File: src/sv/ped_pkg.sv
`timescale 1ns / 1ps
package ped_pkg;

   localparam logic [7:0] PCT_CHAR    = 8'h25;
   localparam int         QUEUE_DEPTH = 4;

   // Pending escape state
   localparam logic [1:0] PEND_NONE  = 2'd0;
   localparam logic [1:0] PEND_PCT   = 2'd1;
   localparam logic [1:0] PEND_DIGIT = 2'd2;

   typedef struct packed {
      logic [7:0] in_byte;
      logic       in_end;
   } req_type;

   typedef struct packed {
      logic [7:0] out_byte;
      logic       run_last;
      logic       string_done;
   } rsp_type;

   // Work handed from the front to the back: up to three bytes, emitted in index order
   typedef struct packed {
      logic [2:0][7:0] bytes;
      logic [1:0]      count;
      logic            ends;
   } job_type;

   function automatic logic is_hex(input logic [7:0] b);
      is_hex = (b >= 8'h30 && b <= 8'h39) || (b >= 8'h41 && b <= 8'h46) ||
               (b >= 8'h61 && b <= 8'h66);
   endfunction

   function automatic logic [3:0] hex_nib(input logic [7:0] b);
      logic [7:0] v;
      v = 8'h00;
      if (b >= 8'h30 && b <= 8'h39) begin
         v = b - 8'h30;
      end else if (b >= 8'h41 && b <= 8'h46) begin
         v = b - 8'h37;
      end else if (b >= 8'h61 && b <= 8'h66) begin
         v = b - 8'h57;
      end
      hex_nib = v[3:0];
   endfunction

endpackage

File: src/sv/ped_front.sv
`timescale 1ns / 1ps
module ped_front (
   input  logic              clock,
   input  logic              reset,
   input  logic              req_valid,
   output logic              req_ready,
   input  ped_pkg::req_type  req_data,
   output logic              job_push,
   output ped_pkg::job_type  job_data,
   input  logic              queue_full
);

   logic [1:0] pend_ff, pend_in;
   logic [7:0] digit_ff, digit_in;
   logic       accept;

   assign req_ready = !queue_full;
   assign accept    = req_valid && req_ready;

   always_comb begin
      logic [7:0]      b;
      logic [1:0]      n;
      logic [2:0][7:0] bytes;
      logic            idle;
      b        = req_data.in_byte;
      n        = 2'd0;
      bytes    = '0;
      idle     = 1'b0;
      pend_in  = pend_ff;
      digit_in = digit_ff;

      unique case (pend_ff)
         ped_pkg::PEND_PCT: begin
            if (ped_pkg::is_hex(b)) begin
               digit_in = b;
               pend_in  = ped_pkg::PEND_DIGIT;
            end else begin
               bytes[n] = ped_pkg::PCT_CHAR;
               n        = n + 2'd1;
               idle     = 1'b1;
            end
         end
         ped_pkg::PEND_DIGIT: begin
            if (ped_pkg::is_hex(b)) begin
               bytes[n] = {ped_pkg::hex_nib(digit_ff), ped_pkg::hex_nib(b)};
               n        = n + 2'd1;
               pend_in  = ped_pkg::PEND_NONE;
            end else begin
               bytes[n] = ped_pkg::PCT_CHAR;
               n        = n + 2'd1;
               bytes[n] = digit_ff;
               n        = n + 2'd1;
               idle     = 1'b1;
            end
         end
         default: begin
            idle = 1'b1;
         end
      endcase

      // Scan the byte fresh: a '%' opens a new escape
      if (idle) begin
         if (b == ped_pkg::PCT_CHAR) begin
            pend_in = ped_pkg::PEND_PCT;
         end else begin
            pend_in  = ped_pkg::PEND_NONE;
            bytes[n] = b;
            n        = n + 2'd1;
         end
      end

      // Flush a cut-short escape raw at end of string
      if (req_data.in_end) begin
         if (pend_in == ped_pkg::PEND_PCT) begin
            bytes[n] = ped_pkg::PCT_CHAR;
            n        = n + 2'd1;
         end else if (pend_in == ped_pkg::PEND_DIGIT) begin
            bytes[n] = ped_pkg::PCT_CHAR;
            n        = n + 2'd1;
            bytes[n] = digit_in;
            n        = n + 2'd1;
         end
         pend_in  = ped_pkg::PEND_NONE;
         digit_in = 8'h00;
      end

      job_data.bytes = bytes;
      job_data.count = n;
      job_data.ends  = req_data.in_end;
      job_push       = accept && (n != 2'd0);
   end

   always_ff @(posedge clock) begin
      if (reset) begin
         pend_ff  <= ped_pkg::PEND_NONE;
         digit_ff <= 8'h00;
      end else if (accept) begin
         pend_ff  <= pend_in;
         digit_ff <= digit_in;
      end
   end

endmodule

File: src/sv/ped_queue.sv
`timescale 1ns / 1ps
module ped_queue #(
   parameter int QUEUE_DEPTH = ped_pkg::QUEUE_DEPTH
) (
   input  logic              clock,
   input  logic              reset,
   input  logic              push,
   input  ped_pkg::job_type  push_job,
   output logic              full,
   input  logic              pop,
   output ped_pkg::job_type  head_job,
   output logic              not_empty
);

   localparam int PTR_W = (QUEUE_DEPTH > 1) ? $clog2(QUEUE_DEPTH) : 1;
   localparam int CNT_W = $clog2(QUEUE_DEPTH + 1);

   ped_pkg::job_type entry_ff [QUEUE_DEPTH];
   logic [PTR_W-1:0] wr_ptr_ff, wr_ptr_in;
   logic [PTR_W-1:0] rd_ptr_ff, rd_ptr_in;
   logic [CNT_W-1:0] count_ff, count_in;
   logic             do_push, do_pop;

   assign full      = (count_ff == CNT_W'(QUEUE_DEPTH));
   assign not_empty = (count_ff != '0);
   assign do_push   = push && !full;
   assign do_pop    = pop && not_empty;
   assign head_job  = entry_ff[rd_ptr_ff];

   always_comb begin
      wr_ptr_in = wr_ptr_ff;
      rd_ptr_in = rd_ptr_ff;
      count_in  = count_ff;
      if (do_push) begin
         wr_ptr_in = (wr_ptr_ff == PTR_W'(QUEUE_DEPTH - 1)) ? '0 : wr_ptr_ff + 1'b1;
      end
      if (do_pop) begin
         rd_ptr_in = (rd_ptr_ff == PTR_W'(QUEUE_DEPTH - 1)) ? '0 : rd_ptr_ff + 1'b1;
      end
      if (do_push && !do_pop) begin
         count_in = count_ff + 1'b1;
      end else if (do_pop && !do_push) begin
         count_in = count_ff - 1'b1;
      end
   end

   always_ff @(posedge clock) begin
      if (reset) begin
         wr_ptr_ff <= '0;
         rd_ptr_ff <= '0;
         count_ff  <= '0;
      end else begin
         wr_ptr_ff <= wr_ptr_in;
         rd_ptr_ff <= rd_ptr_in;
         count_ff  <= count_in;
      end
   end

   always_ff @(posedge clock) begin
      if (do_push) begin
         entry_ff[wr_ptr_ff] <= push_job;
      end
   end

endmodule

File: src/sv/ped_back.sv
`timescale 1ns / 1ps
module ped_back (
   input  logic              clock,
   input  logic              reset,
   input  logic              job_valid,
   input  ped_pkg::job_type  job_data,
   output logic              job_pop,
   output logic              rsp_valid,
   input  logic              rsp_ready,
   output ped_pkg::rsp_type  rsp_data
);

   logic [1:0]       idx_ff, idx_in;
   logic             rsp_valid_ff, rsp_valid_in;
   ped_pkg::rsp_type rsp_data_ff, rsp_data_in;
   logic             load;
   logic             last;
   logic [7:0]       sel_byte;

   assign load = job_valid && (!rsp_valid_ff || rsp_ready);
   assign last = (idx_ff == job_data.count - 2'd1);

   always_comb begin
      unique case (idx_ff)
         2'd1:    sel_byte = job_data.bytes[1];
         2'd2:    sel_byte = job_data.bytes[2];
         default: sel_byte = job_data.bytes[0];
      endcase
   end

   always_comb begin
      rsp_valid_in = rsp_valid_ff;
      rsp_data_in  = rsp_data_ff;
      idx_in       = idx_ff;
      if (load) begin
         rsp_valid_in            = 1'b1;
         rsp_data_in.out_byte    = sel_byte;
         rsp_data_in.run_last    = last;
         rsp_data_in.string_done = last && job_data.ends;
         idx_in                  = last ? 2'd0 : idx_ff + 2'd1;
      end else if (rsp_ready) begin
         rsp_valid_in = 1'b0;
      end
   end

   assign job_pop   = load && last;
   assign rsp_valid = rsp_valid_ff;
   assign rsp_data  = rsp_data_ff;

   always_ff @(posedge clock) begin
      if (reset) begin
         rsp_valid_ff <= 1'b0;
         idx_ff       <= 2'd0;
      end else begin
         rsp_valid_ff <= rsp_valid_in;
         idx_ff       <= idx_in;
      end
   end

   always_ff @(posedge clock) begin
      rsp_data_ff <= rsp_data_in;
   end

endmodule

File: src/sv/percent_escape_decoder.sv
`timescale 1ns / 1ps
// Channel  | Direction | Signals                          | Payload
// req      | in        | req_valid, req_ready, req_data   | in_byte, in_end
// rsp      | out       | rsp_valid, rsp_ready, rsp_data   | out_byte, run_last, string_done
//
// The front takes one byte per cycle while the job queue has room; each byte yields 0 to 3
// result bytes, and the back sends one result byte per cycle from the queue head while rsp_ready is high.
// An accepted byte's results are registered in the job queue and then in the output register.
// Reset (synchronous) clears the pending escape, the queue and the output valid flag.
// A stalled rsp side fills the queue; req_ready drops only when it holds QUEUE_DEPTH jobs.
module percent_escape_decoder #(
   parameter int QUEUE_DEPTH = ped_pkg::QUEUE_DEPTH
) (
   input  logic              clock,
   input  logic              reset,
   input  logic              req_valid,
   output logic              req_ready,
   input  ped_pkg::req_type  req_data,
   output logic              rsp_valid,
   input  logic              rsp_ready,
   output ped_pkg::rsp_type  rsp_data
);

   logic             job_push;
   ped_pkg::job_type push_job;
   logic             queue_full;
   logic             job_pop;
   ped_pkg::job_type head_job;
   logic             head_valid;

   ped_front u_front (
      .clock      (clock),
      .reset      (reset),
      .req_valid  (req_valid),
      .req_ready  (req_ready),
      .req_data   (req_data),
      .job_push   (job_push),
      .job_data   (push_job),
      .queue_full (queue_full)
   );

   ped_queue #(
      .QUEUE_DEPTH (QUEUE_DEPTH)
   ) u_queue (
      .clock     (clock),
      .reset     (reset),
      .push      (job_push),
      .push_job  (push_job),
      .full      (queue_full),
      .pop       (job_pop),
      .head_job  (head_job),
      .not_empty (head_valid)
   );

   ped_back u_back (
      .clock     (clock),
      .reset     (reset),
      .job_valid (head_valid),
      .job_data  (head_job),
      .job_pop   (job_pop),
      .rsp_valid (rsp_valid),
      .rsp_ready (rsp_ready),
      .rsp_data  (rsp_data)
   );

endmodule

File: config.mk
export PLATFORM = sky130hd
export DESIGN_NAME = percent_escape_decoder
export DESIGN_NICKNAME = d
export VERILOG_FILES = /design/src/sv/ped_pkg.sv /design/src/sv/ped_front.sv /design/src/sv/ped_queue.sv /design/src/sv/ped_back.sv /design/src/sv/percent_escape_decoder.sv
export SDC_FILE = /design/constraint.sdc
export NUM_CORES = 1
export LEC_CHECK = 0
export BUFFER_PORTS_ARGS = -buffer_cell sky130_fd_sc_hd__buf_2
export CAP_MARGIN = 5
export CELL_PAD_IN_SITES_DETAIL_PLACEMENT = 0
export CELL_PAD_IN_SITES_GLOBAL_PLACEMENT = 1
export CORE_MARGIN = 8
export CORE_UTILIZATION = 50
export DETAILED_ROUTE_END_ITERATION = 7
export HOLD_SLACK_MARGIN = 0.06
export PLACE_DENSITY_LB_ADDON = 0.1
export SLEW_MARGIN = 20
export SYNTH_ARGS = -nofsm -noshare
export SYNTH_HDL_FRONTEND = slang
export SYNTH_SLANG_ARGS = --single-unit
export TNS_END_PERCENT = 10
File: constraint.sdc
create_clock -name clock -period 8.85 [get_ports clock]
set_clock_uncertainty 0.1 [all_clocks]
set_input_delay 1.3275 -clock clock [delete_from_list [all_inputs] [get_ports clock]]
set_output_delay 1.3275 -clock clock [all_outputs]
set_load 0.02 [all_outputs]
==> results.md, run 1 <==
- The count of pins over their slew limit is 0.
- CTS saw 140 sinks.
- The DRC violation count after routing is 0.
- For this run, the register share of the synthesized area comes to 0.580.
- The worst-case clock buffer depth is 2.
- The achievable clock frequency is 0.162 GHz.
- At the worst endpoint, the required time is 9100 ps.
- The signal arrival time at the worst endpoint is 6410 ps.
- For this block, the routed nets add up to 15700 um of wire.
- Summing over every cut layer, the via total after detailed routing is 4428.
- The number of clock buffers added by TritonCTS is 17.
- The final critical path time including I/O delays and setup is 6160 ps.
- The total overflow left after global routing is 0.
- The via count of the first global-routing pass is 4381.
- The per-instance average area after synthesis is 13.4 um2.
- After clock tree synthesis, the clock-pin slew on the worst setup and hold paths is 60 ps.
- Dividing the final minimum period by the clock period gives 0.696.
- After synthesis the netlist holds a flip-flop and latch count of 140.
- In this run the standard cell core region covers 0.0137 mm2.
- When the netlist entered floorplanning its net count stood at 553.
- The post-cts resize count is 0.
- The fraction of registers with async set/reset is 0.
- The detailed router used layers up to and including met4.
- The weighted congestion reported at the end of routability-driven placement is 0.933.
- By area the synthesized netlist is led by sky130_fd_sc_hd__edfxtp_1 52%, sky130_fd_sc_hd__mux4_2 8.8%, sky130_fd_sc_hd__dfxtp_1 6.4%.
- TritonCTS built the clock tree.
- The worst setup path is captured at a flop.
- For this block, the initial DRC count from the detailed router was 325.
- The total length of routed met3 wires is 817 um.
- The combined area of all synthesized cells is 0.00687 mm2.
- The relative area change from synthesis to final layout is 12.4%.
- The first-pass iteration count of the detailed router is 5.
- Across every metal layer, demand over resource in global routing totals 0.178.
- At the pin with the least slew margin, the transition time is 880 ps.
- The antenna cell count is 0.
- In the final layout, the share of cells above drive strength 1 is 0.179.
- The placed cell area is 0.00714 mm2.
- For this block, wires on met1 add up to 6930 um.
- Setup repair after global routing left no endpoint under its margin.
- Pin placement for this block handled 25 I/O pins.
- Setup violations remaining at the end of the flow were counted as 0.
- The floorplan row count is 43.
- The starting utilization of the core area is 0.503.
- The library cell used most frequently in the layout, excluding fill and tap cells, is sky130_fd_sc_hd__edfxtp_1.
- The initial antenna violation count came to 0.
- The maximum resistive drop on vdd is 0.000118 V.
- The critical path is of the in2reg type.
- Once layout is done, the placed cells without fillers occupy 0.00773 mm2.
- The count of H-tree levels built during CTS is 4.
- Leaving out fill and tap cells, the most frequent cells in the layout are 118 x sky130_fd_sc_hd__edfxtp_1, 38 x sky130_fd_sc_hd__nand2_1, 29 x sky130_fd_sc_hd__nor2_1, 27 x sky130_fd_sc_hd__mux4_2, 26 x sky130_fd_sc_hd__inv_1.
- The leakage dissipation is 2.70 nW.
- Measured on the finished design, the core utilization comes to 0.566.
- The category of the worst setup path launch point is a primary input.
- Max-cap violations in this run came to 0.
- Clock latency on the worst-skew pair, taken at its later pin, is 420 ps.
- The hold violation count in the final report came to 0.
- The flow ran to the end, and the final reports show no timing, DRC or antenna violations.
- The top flip-flop cell by instance count after synthesis is sky130_fd_sc_hd__edfxtp_1.
- The die area is 0.0178 mm2.
- The share of synthesized area in the top cell type comes to 0.515.
- The pin count of the biggest net entering global routing is 28.
- Counting distinct cell types in the post-synthesis netlist gives 72.
- After technology mapping, the gate count stands at 514.
- The routed length per instance is 21.6 um.
- In this run, post-CTS hold repair placed 0 buffers.
- The first-pass GRT wire length is 24200 um.
- Counting tap cells, the placed design contains a total of 695 instances.
- The headroom to the max-slew limit is 0.411.
- For this run, the number of Yosys warnings is 0.
- In the final design database the tool counted 573 nets.
- The final cell count without fillers is 727.
- The biggest area contributor in the post-synthesis netlist is sky130_fd_sc_hd__edfxtp_1.
- The worst-case setup margin in the final layout is 2690 ps.
- The floorplan die height is 133 um.
- The number of setup buffers added after CTS is 0.
- The cell sitting at the root of the clock tree is a sky130_fd_sc_hd__clkbuf_16.
- Port buffering added 24 buffers.
- In this run the worst hold path is classified as reg2reg.
- The number of routed nets with antenna violations is 0.
- The power per standard cell area is 258 mW/mm2.
- The mean number of vias per cell is 6.09.
- The floorplan die width is 133 um.
- Before CTS, the worst setup slack after placement is 2310 ps.
- The routed wire length on met2 is 7660 um.
- The count of flip-flops with a built-in enable after synthesis is 118.
- Of all nets on the critical path, the largest fanout is 20.
- The placed wire-length estimate is 10500 um.
- After routing, the total negative slack on setup checks comes to 0 ps.
## cell usage after synthesis, types with 3 or more instances
master	count
sky130_fd_sc_hd__dfxtp_1	22
sky130_fd_sc_hd__o221ai_1	3
sky130_fd_sc_hd__a21oi_1	19
sky130_fd_sc_hd__o21ai_0	15
sky130_fd_sc_hd__a22o_1	3
sky130_fd_sc_hd__a22oi_1	23
sky130_fd_sc_hd__o21ai_1	3
sky130_fd_sc_hd__or4_1	3
sky130_fd_sc_hd__inv_1	26
sky130_fd_sc_hd__a221o_1	3
sky130_fd_sc_hd__o211ai_2	3
sky130_fd_sc_hd__nand3_1	3
sky130_fd_sc_hd__and3_1	10
sky130_fd_sc_hd__mux2i_1	7
sky130_fd_sc_hd__or3_1	4
sky130_fd_sc_hd__buf_2	5
sky130_fd_sc_hd__nand2b_1	6
sky130_fd_sc_hd__o211ai_1	3
sky130_fd_sc_hd__nor3b_1	3
sky130_fd_sc_hd__nor2_1	29
sky130_fd_sc_hd__and2_1	9
sky130_fd_sc_hd__nor3_1	12
sky130_fd_sc_hd__mux4_2	27
sky130_fd_sc_hd__clkbuf_1	18
sky130_fd_sc_hd__o22ai_1	10
sky130_fd_sc_hd__a21o_1	3
sky130_fd_sc_hd__a211oi_1	5
sky130_fd_sc_hd__a32o_1	4
sky130_fd_sc_hd__ha_1	25
sky130_fd_sc_hd__edfxtp_1	118
sky130_fd_sc_hd__nand2_1	38
## logic make-up after synthesis
| family | Yosys count | share of synthesized area |
|---|---|---|
| AOI/OAI and AO/OA | 124 | 0.135 |
| buffers and inverters | 55 | 0.0329 |
| DFF | 140 | 0.580 |
| adders and majority gates | 26 | 0.0484 |
| muxes | 36 | 0.102 |
| and+or+nand+nor | 129 | 0.0967 |
| xor gates and xnor gates | 4 | 0.00510 |
## layer usage
metal	global-route usage	vias to the layer above
met5	0	-
met2	0.292	168
met1	0.228	2187
met3	0.0324	24
met4	0.0755	0
li1	-	2049
## area by class of cell
class                      instances  area, um2
fill                            1145       5940
sequential                       140       3990
multi-input combinational        319       2660
clock buffer                      22        444
tap                              180        225
timing repair buffer              30        165
clock inverter                    10        146
inverter                          26       97.6
## through the flow
stage	total power, mW	hold slack, ps
2_1_floorplan	1.18	349
3_3_place_gp	1.30	353
3_5_place_dp	1.30	368
4_1_cts	2.02	379
5_1_grt	2.08	417
6_report	2.00	373
## report_power, final
part	leakage [nW]	switching, mW	internal [mW]
registers	1.29	0.0567	0.821
clock network	0.280	0.247	0.466
logic	1.13	0.232	0.174
total	2.70	0.536	1.46
## critical path, stage by stage
cell and delay (ps):
sky130_fd_sc_hd__buf_2 190, sky130_fd_sc_hd__inv_1 140, sky130_fd_sc_hd__ha_1 230, sky130_fd_sc_hd__o21ba_2 200, sky130_fd_sc_hd__o211ai_2 300, sky130_fd_sc_hd__o211a_1 620, sky130_fd_sc_hd__nand2_1 220, sky130_fd_sc_hd__ha_1 390
sky130_fd_sc_hd__a22oi_1 280, sky130_fd_sc_hd__ha_1 320, sky130_fd_sc_hd__inv_1 70, sky130_fd_sc_hd__mux2i_1 60, sky130_fd_sc_hd__mux2i_1 170, sky130_fd_sc_hd__o221ai_1 210, sky130_fd_sc_hd__a31oi_4 340, sky130_fd_sc_hd__ha_1 250
sky130_fd_sc_hd__inv_1 60, sky130_fd_sc_hd__fa_1 380, sky130_fd_sc_hd__xor2_1 180, sky130_fd_sc_hd__or3_1 320, sky130_fd_sc_hd__a21oi_1 150
## sequential cells by signal, summed over array words and instances (netlist names), 2 cells and up, named ones only
register	flops
u_queue.entry_ff	108
u_back.rsp_data	10
u_front.digit_ff	8
u_queue.count_ff	3
u_back.idx_ff	2
u_front.pend_ff	2
u_queue.rd_ptr_ff	2
u_queue.wr_ptr_ff	2
## worst paths after layout
path,start,end,slack [ps],depth (start not counted)
max,req_data[1],u_queue.count_ff[2],2690,21
min,u_back.rsp_valid,u_back.rsp_valid,370,2
max reg2reg,u_front.pend_ff[0],u_queue.count_ff[2],4360,17
min reg2reg,u_back.rsp_valid,u_back.rsp_valid,370,2
Note: power is estimated with default switching activity, not from simulation.
==> run 2: changes to the inputs <==
==> constraint.sdc (replaced) <==
create_clock -name clock -period 6.1 [get_ports clock]
set_clock_uncertainty 0.1 [all_clocks]
set_input_delay 0.915 -clock clock [delete_from_list [all_inputs] [get_ports clock]]
set_output_delay 0.915 -clock clock [all_outputs]
set_load 0.02 [all_outputs]
==> run 2 against run 1 <==
Net effect: critical path depth rose by 1; total power rose by 45%; largest power group unchanged; register-to-register slack got worse by 2800 ps; flip-flop and latch count did not move; hold slack improved by 6.0 ps; die area did not move; critical path type unchanged; count of clock-buffer cells in the layout rose by 2; non-clock buffer count rose by 3; routed wire length fell by 2.0%; first-iteration DRC count rose by 3.7%; combinational power rose by 54%.
==> results.md, run 2 (synthesized netlist as in run 1, its figures left out) <==
- Outcome: finished, final reports clean (unchanged).
- The cell depth of the worst flop-to-flop path came to 19 (was 17).
- The antenna cell count is 0 (unchanged).
- The number of failing setup endpoints in the final timing report is 0 (unchanged).
- The pin count of the biggest net entering global routing is 28 (unchanged).
- The signal arrival time at the worst endpoint is 5710 ps (was 6410 ps).
- The slew of the pin with the lowest slew margin came to 953 ps (was 880 ps).
- The mean number of vias per cell is 6.03 (was 6.09).
- The number of top-level pins came to 25 (unchanged).
- Of the available clock period, the critical path in the final layout requires 0.895.
- The number of cells on the worst hold path is 2 (unchanged).
- The instance count on the critical path is 22 (was 21).
- The CTS tree was built (unchanged).
- The first-pass GRT wire length came to 24700 um (was 24200 um).
- The area of all placed cells without fillers was 0.00777 mm2 (was 0.00773 mm2).
- The commonest non-fill, non-tap cell in the layout is sky130_fd_sc_hd__edfxtp_1 (unchanged).
- The overall routed net length came to 15400 um (was 15700 um).
- The largest register by flop count is u_queue.entry_ff (unchanged).
- The total clock buffers created by CTS came to 17 (unchanged).
- The DRC violation count after routing is 0 (unchanged).
- The placed cell area is 0.00716 mm2 (was 0.00714 mm2).
- The weighted congestion reported at the end of routability-driven placement came to 0.928 (was 0.933).
- The class of the most critical setup path is in2reg (unchanged).
- The routed length per instance is 21.1 um (was 21.6 um).
- Series of cell instances along the critical path: buf_2 > inv_1 > ha_1 > nor3b_1 > a2111o_1 > o211ai_2 > nor2_1 > a21oi_1 > ha_1 > a22oi_1 > ha_1 > inv_1 > mux2i_1 > mux2i_1 > o221ai_1 > a31oi_4 > ha_1 > inv_1 > fa_1 > xor2_1 > or3_1 > a21oi_1 (was buf_2 > inv_1 > ha_1 > o21ba_2 > o211ai_2 > o211a_1 > nand2_1 > ha_1 > a22oi_1 > ha_1 > inv_1 > mux2i_1 > mux2i_1 > o221ai_1 > a31oi_4 > ha_1 > inv_1 > fa_1 > xor2_1 > or3_1 > a21oi_1).
- The remaining global-route overflow is 0 (unchanged).
- The first-iteration detailed-routing DRC count is 337 (was 325).
- The count of input and output buffers is 24 (unchanged).
- For the finished layout, the period the worst path requires is 5460 ps.
- The die area is 0.0178 mm2 (unchanged).
- Commonest non-fill, non-tap cells in the layout: 118 x sky130_fd_sc_hd__edfxtp_1, 38 x sky130_fd_sc_hd__nand2_1, 29 x sky130_fd_sc_hd__nor2_1, 27 x sky130_fd_sc_hd__mux4_2, 26 x sky130_fd_sc_hd__inv_1 (unchanged).
- The final net count is 576 (was 573).
- The clock root buffer is sky130_fd_sc_hd__clkbuf_16 (unchanged).
- The most repeated library cell on the critical path is sky130_fd_sc_hd__ha_1 (unchanged).
- The number of routed nets with antenna violations is 0 (unchanged).
- The placed wire-length estimate is 10400 um (was 10500 um).
- The via count of the first global-routing pass came to 4475 (was 4381).
- The master of the slowest instance on the critical path is sky130_fd_sc_hd__a2111o_1 (was sky130_fd_sc_hd__o211a_1).
- The fraction of the core area covered by cells at the end of the flow was 0.569 (was 0.566).
- The clock transition at the register clock pins on the worst setup and hold paths after CTS came to 60 ps (about the same).
- The leakage dissipation came to 2.73 nW (was 2.70 nW).
- The number of sinks driven by the clock tree is 140 (unchanged).
- The headroom to the max-slew limit is 0.363 (was 0.411).
- The hold violation count in the final report was 0 (unchanged).
- The maximum cell stage delay along the critical path is 450 ps (was 620 ps).
- The nature of the critical path endpoint is a flop (unchanged).
- The number of flip-flops in the largest register was 108 (unchanged).
- The post-cts hold buffer count was 0 (unchanged).
- The maximum fanout count along the critical path is 8 (was 20).
- The total negative slack for setup checks is 0 ps (unchanged).
- The floorplan row count is 43 (unchanged).
- The global-route usage over all layers is 0.180 (was 0.178).
- The relative area change from synthesis to final layout is 13.1% (was 12.4%).
- The count of filler cells inserted in the layout came to 1157 (was 1145).
- The initial antenna violation count came to 0 (unchanged).
- The maximum resistive drop on vdd is 0.000203 V (was 0.000118 V).
- The buffers inserted during post-CTS setup optimization is 0 (unchanged).
- The worst min-delay path category is reg2reg (unchanged).
- The via count came to 4405 (was 4428).
- The count of H-tree levels built during CTS is 4 (unchanged).
- Unrepaired setup endpoints after global routing: false (unchanged).
- The post-cts resize count is 0 (unchanged).
- The count of pins over their slew limit is 0 (unchanged).
- The number of violations of the max-capacitance limit is 0 (unchanged).
- The first-pass iteration count of the detailed router is 5 (unchanged).
- The category of the worst setup path launch point is a primary input (unchanged).
- The clock network latency to the later pin of the worst-skew pair is 420 ps (about the same).
- The power per standard cell area was 371 mW/mm2 (was 258 mW/mm2).
- The floorplan die width came to 133 um (unchanged).
- The worst-case clock buffer depth is 2 (unchanged).
- The buffers plus inverters on the worst setup path is 4 (unchanged).
- The share of layout cells above drive strength 1 is 0.200 (was 0.179).
- The kind of cell adding the most delay to the critical path is compound AO/OA/AOI/OAI gates (unchanged).
- The starting utilization of the core area was 0.503 (unchanged).
- The floorplan die height is 133 um (unchanged).
- The endpoint required time on the critical path is 6350 ps (was 9100 ps).
- Static timing analysis puts the maximum clock frequency at 0.183 GHz.
- The placeable core area came to 0.0137 mm2 (unchanged).
-- run 2: changes by cell type in the layout (fill, tap and decap cells not counted), moves of 3 or more --
cell                        delta
sky130_fd_sc_hd__clkinv_1      -5
sky130_fd_sc_hd__clkbuf_1      -4
sky130_fd_sc_hd__bufinv_16     -3
sky130_fd_sc_hd__buf_4         +3
sky130_fd_sc_hd__clkbuf_8      +4
-- run 2: cell type report --
cell class	instances	area [um2]	area share
Inverter	26	97.6	0.0126
Clock inverter	8	77.6	0.00998
Multi-Input combinational cell	319	2670	0.343
Tap cell	180	225	0.0290
Sequential cell	140	3990	0.513
Timing Repair Buffer	33	188	0.0241
Clock buffer	24	534	0.0687
-- run 2: routing by layer --
metal / GRT usage / vias up / part of all wire
met5: 0 / - / 0
met4: 0.0948 / 0 / 0.032
met3: 0.0388 / 37 / 0.036
met2: 0.268 / 132 / 0.46
met1: 0.242 / 2184 / 0.47
li1: - / 2052 / -
-- run 2: where the power goes --
group	switching [mW]	internal, mW	leakage [nW]
registers	0.0424	1.19	1.29
clock network	0.375	0.652	0.295
logic	0.370	0.256	1.14
-- run 2: final timing paths --
check | from | to | slack [ps]
max | req_data[1] | u_queue.count_ff[2] | 640
min | u_front.pend_ff[1] | u_front.pend_ff[1] | 380
min reg2reg | u_front.pend_ff[1] | u_front.pend_ff[1] | 380
max reg2reg | u_front.pend_ff[1] | u_queue.count_ff[2] | 1520
-- run 2: worst register-to-register path, delay by kind of cell (launching register included) --
family | cells | cell delay, ps
AO/OA/AOI/OAI | 5 | 1240
XOR/XNOR | 1 | 170
adder cells (fa/ha/maj) | 5 | 1560
buffers and inverters | 4 | 390
flip-flops | 1 | 350
multiplexers | 2 | 300
AND/OR/NAND/NOR | 2 | 390
-- run 2: metrics by stage --
| stage | total power, mW | hold WS, ps | setup WS, ps | std cells |
|---|---|---|---|---|
| after detailed placement | 1.89 | 372 | 252 | 698 |
| after floorplan | 1.71 | 349 | 727 | 514 |
| after CTS | 2.92 | 378 | 663 | 730 |
| final | 2.89 | 379 | 639 | 730 |
| after global routing | 3.02 | 412 | 266 | 730 |
| after global placement | 1.88 | 354 | 530 | 698 |
==> run 3: changes to the inputs <==
--- a/config.mk
+++ b/config.mk
@@ -10,7 +10,7 @@
 export CELL_PAD_IN_SITES_DETAIL_PLACEMENT = 0
 export CELL_PAD_IN_SITES_GLOBAL_PLACEMENT = 1
 export CORE_MARGIN = 8
-export CORE_UTILIZATION = 50
+export CORE_UTILIZATION = 42
 export DETAILED_ROUTE_END_ITERATION = 7
 export HOLD_SLACK_MARGIN = 0.06
 export PLACE_DENSITY_LB_ADDON = 0.1
==> constraint.sdc (replaced) <==
create_clock -name clock -period 5.65 [get_ports clock]
set_clock_uncertainty 0.1 [all_clocks]
set_input_delay 0.8475 -clock clock [delete_from_list [all_inputs] [get_ports clock]]
set_output_delay 0.8475 -clock clock [all_outputs]
set_load 0.02 [all_outputs]
==> run 3 against run 2 <==
Net effect: critical path depth did not move; largest cell class unchanged; critical path type unchanged; total power up 7.0%; hold slack got worse by 16 ps; first-iteration DRC count increased by 3.9%; clock power grew 5%; critical endpoint unchanged; final cell count up 5.5%; register-to-register slack lost 260 ps.
==> results.md, run 3 (synthesized netlist as in run 1, its figures left out) <==
- The count of H-tree levels built during CTS came to 4 (unchanged).
- Unrepaired setup endpoints after global routing: false (unchanged).
- The clock transition at the register clock pins on the worst setup and hold paths after CTS is 60 ps (about the same).
- The first-iteration detailed-routing DRC count came to 350 (was 337).
- The pin count of the biggest net entering global routing is 28 (unchanged).
- The number of failing setup endpoints in the final timing report was 0 (unchanged).
- The final cell count without fillers is 770 (was 730).
- Commonest non-fill, non-tap cells in the layout: 118 x sky130_fd_sc_hd__edfxtp_1, 38 x sky130_fd_sc_hd__nand2_1, 29 x sky130_fd_sc_hd__nor2_1, 27 x sky130_fd_sc_hd__mux4_2, 26 x sky130_fd_sc_hd__inv_1 (unchanged).
- The global-route usage over all layers is 0.163 (was 0.180).
- The via count is 4384 (was 4405).
- The post-cts hold buffer count is 0 (unchanged).
- The class of the most critical setup path is in2reg (unchanged).
- The nature of the critical path endpoint is a flop (unchanged).
- The post-route met1 wirelength is 7380 um (was 7270 um).
- The placed wire-length estimate was 10900 um (was 10400 um).
- The power per standard cell area is 393 mW/mm2 (was 371 mW/mm2).
- The area of all placed cells without fillers is 0.00785 mm2 (was 0.00777 mm2).
- The remaining global-route overflow came to 0 (unchanged).
- The endpoint required time on the critical path came to 5890 ps (was 6350 ps).
- The signal arrival time at the worst endpoint is 5460 ps (was 5710 ps).
- The terminus of the critical flop-to-flop path is u_queue.count_ff[2] (unchanged).
- The number of placed cells counting well taps is 738 (was 698).
- The setup slack on the worst flop-to-flop path is 1260 ps (was 1520 ps).
- The number of flip-flops in the largest register is 108 (unchanged).
- The routed length per instance is 20.5 um (was 21.1 um).
- The starting utilization of the core area is 0.431 (was 0.503).
- The routed wire length on met2 was 7460 um (was 7070 um).
- The number of cells on the worst hold path came to 2 (unchanged).
- The destination of the worst hold path is u_back.rsp_valid (was u_front.pend_ff[1]).
- The mean number of vias per cell is 5.69 (was 6.03).
- The hold path startpoint is u_back.rsp_valid (was u_front.pend_ff[1]).
- The count of pins over their slew limit is 0 (unchanged).
- The top layer reached by signal wires is met4 (unchanged).
- The number of sinks driven by the clock tree is 140 (unchanged).
- In the finished design, the share of the clock period the worst path needs comes to 0.923.
- The total length of routed met3 wires is 725 um (was 552 um).
- The CTS tree is built (unchanged).
- The critical register-to-register path startpoint is u_front.pend_ff[0] (was u_front.pend_ff[1]).
- The die area is 0.0207 mm2 (was 0.0178 mm2).
- The worst min-delay path category was reg2reg (unchanged).
- The cell depth of the worst flop-to-flop path is 18 (was 19).
- The largest register by flop count is u_queue.entry_ff (unchanged).
- The worst-case clock buffer depth is 2 (unchanged).
- The antenna cell count is 0 (unchanged).
- The via count of the first global-routing pass was 4447 (was 4475).
- The total clock buffers created by CTS is 17 (unchanged).
- The post-layout total power came to 3.09 mW (was 2.89 mW).
- Timing would allow up to 0.192 GHz.
- The clock network latency to the later pin of the worst-skew pair came to 420 ps (about the same).
- The commonest non-fill, non-tap cell in the layout is sky130_fd_sc_hd__edfxtp_1 (unchanged).
- The first-pass iteration count of the detailed router is 5 (unchanged).
- The master of the slowest instance on the critical path is sky130_fd_sc_hd__a2111o_1 (unchanged).
- The floorplan row count is 46 (was 43).
- The headroom to the max-slew limit came to 0.399 (was 0.363).
- The relative area change from synthesis to final layout is 14.2% (was 13.1%).
- The post-cts resize count is 0 (unchanged).
- The clock period could shrink to 5210 ps.
- The DRC violation count after routing was 0 (unchanged).
- The maximum fanout count along the critical path is 8 (unchanged).
- The placeable core area is 0.0159 mm2 (was 0.0137 mm2).
- The clock root buffer is sky130_fd_sc_hd__clkbuf_16 (unchanged).
- The count of filler cells inserted in the layout came to 1430 (was 1157).
- The placed cell area is 0.00726 mm2 (was 0.00716 mm2).
- The maximum resistive drop on vdd is 0.000220 V (was 0.000203 V).
- The category of the worst setup path launch point is a primary input (unchanged).
- The floorplan die height is 144 um (was 133 um).
- The overall routed net length is 15800 um (was 15400 um).
- The initial antenna violation count was 0 (unchanged).
- The number of routed nets with antenna violations is 0 (unchanged).
- The first-pass GRT wire length is 24900 um (was 24700 um).
- Series of cell instances along the critical path: buf_2 > inv_1 > ha_1 > nor3b_1 > a2111o_1 > o211ai_2 > nor2_1 > a21oi_1 > ha_1 > a22oi_1 > ha_1 > inv_1 > mux2i_1 > mux2i_1 > o221ai_1 > a31oi_4 > ha_1 > inv_1 > fa_1 > xor2_1 > or3_1 > a21oi_1 (unchanged).
- The number of violations of the max-capacitance limit is 0 (unchanged).
- The hold violation count in the final report is 0 (unchanged).
- The slew of the pin with the lowest slew margin was 898 ps (was 953 ps).
- The most repeated library cell on the critical path was sky130_fd_sc_hd__ha_1 (unchanged).
- The fraction of the core area covered by cells at the end of the flow is 0.492 (was 0.569).
- The number of top-level pins was 25 (unchanged).
- The floorplan die width is 144 um (was 133 um).
- The total area of multi-input combinational cells was 0.00266 mm2 (was 0.00267 mm2).
- The final net count is 580 (was 576).
- The share of layout cells above drive strength 1 is 0.208 (was 0.200).
- The total negative slack for setup checks came to 0 ps (unchanged).
- The sequential cell area in the final layout is 0.00399 mm2 (about the same).
- The weighted congestion reported at the end of routability-driven placement came to 0.917 (was 0.928).
- The maximum cell stage delay along the critical path was 450 ps (about the same).
- The count of input and output buffers was 24 (unchanged).
- The leakage dissipation is 2.73 nW (about the same).
- The buffers inserted during post-CTS setup optimization came to 0 (unchanged).
- Outcome: finished, final reports clean (unchanged).
==> run 3: report_power, final <==
group	switching [mW]	internal, mW
sequential	0.0780	1.28
clock	0.419	0.658
combinational	0.368	0.281
total	0.865	2.22
==> run 3: cell type report <==
class,count,share of cell area
clock buffer,21,0.0614
sequential,140,0.508
timing repair buffer,37,0.0309
clock inverter,11,0.0137
multi-input combinational,319,0.339
inverter,26,0.0124
tap,216,0.0344
==> run 3: worst max-delay path, delay by kind of cell <==
kind                       cells  cell delay [ps]
and+or+nand+nor                3              510
AOI/OAI and AO/OA              7             1800
buffers and inverters          4              440
muxes                          2              230
xor gates and xnor gates       1              180
adders and majority gates      5             1450
==> run 3: worst max-delay path by stage <==
stage,startpoint,endpoint,cells after the start
after detailed placement,req_data[1],u_queue.count_ff[2],22
final,req_data[1],u_queue.count_ff[2],22
after floorplan,req_data[2],u_queue.count_ff[2],22
after global placement,req_data[1],u_queue.count_ff[2],22
after CTS,req_data[1],u_queue.count_ff[2],22
after global routing,req_data[1],u_queue.count_ff[2],22
==> run 3: routing by layer <==
metal | global-route usage | vias to the layer above
li1 | - | 2070
met1 | 0.214 | 2165
met2 | 0.258 | 128
met3 | 0.0392 | 21
met4 | 0.0614 | 0
met5 | 0 | -
==> run 3: per-stage QoR <==
step	worst slack [ps]	hold slack [ps]
CTS	473	365
finish	435	363
detailed placement	79.1	358
floorplan	345	349
global placement	204	352
global route	109	389
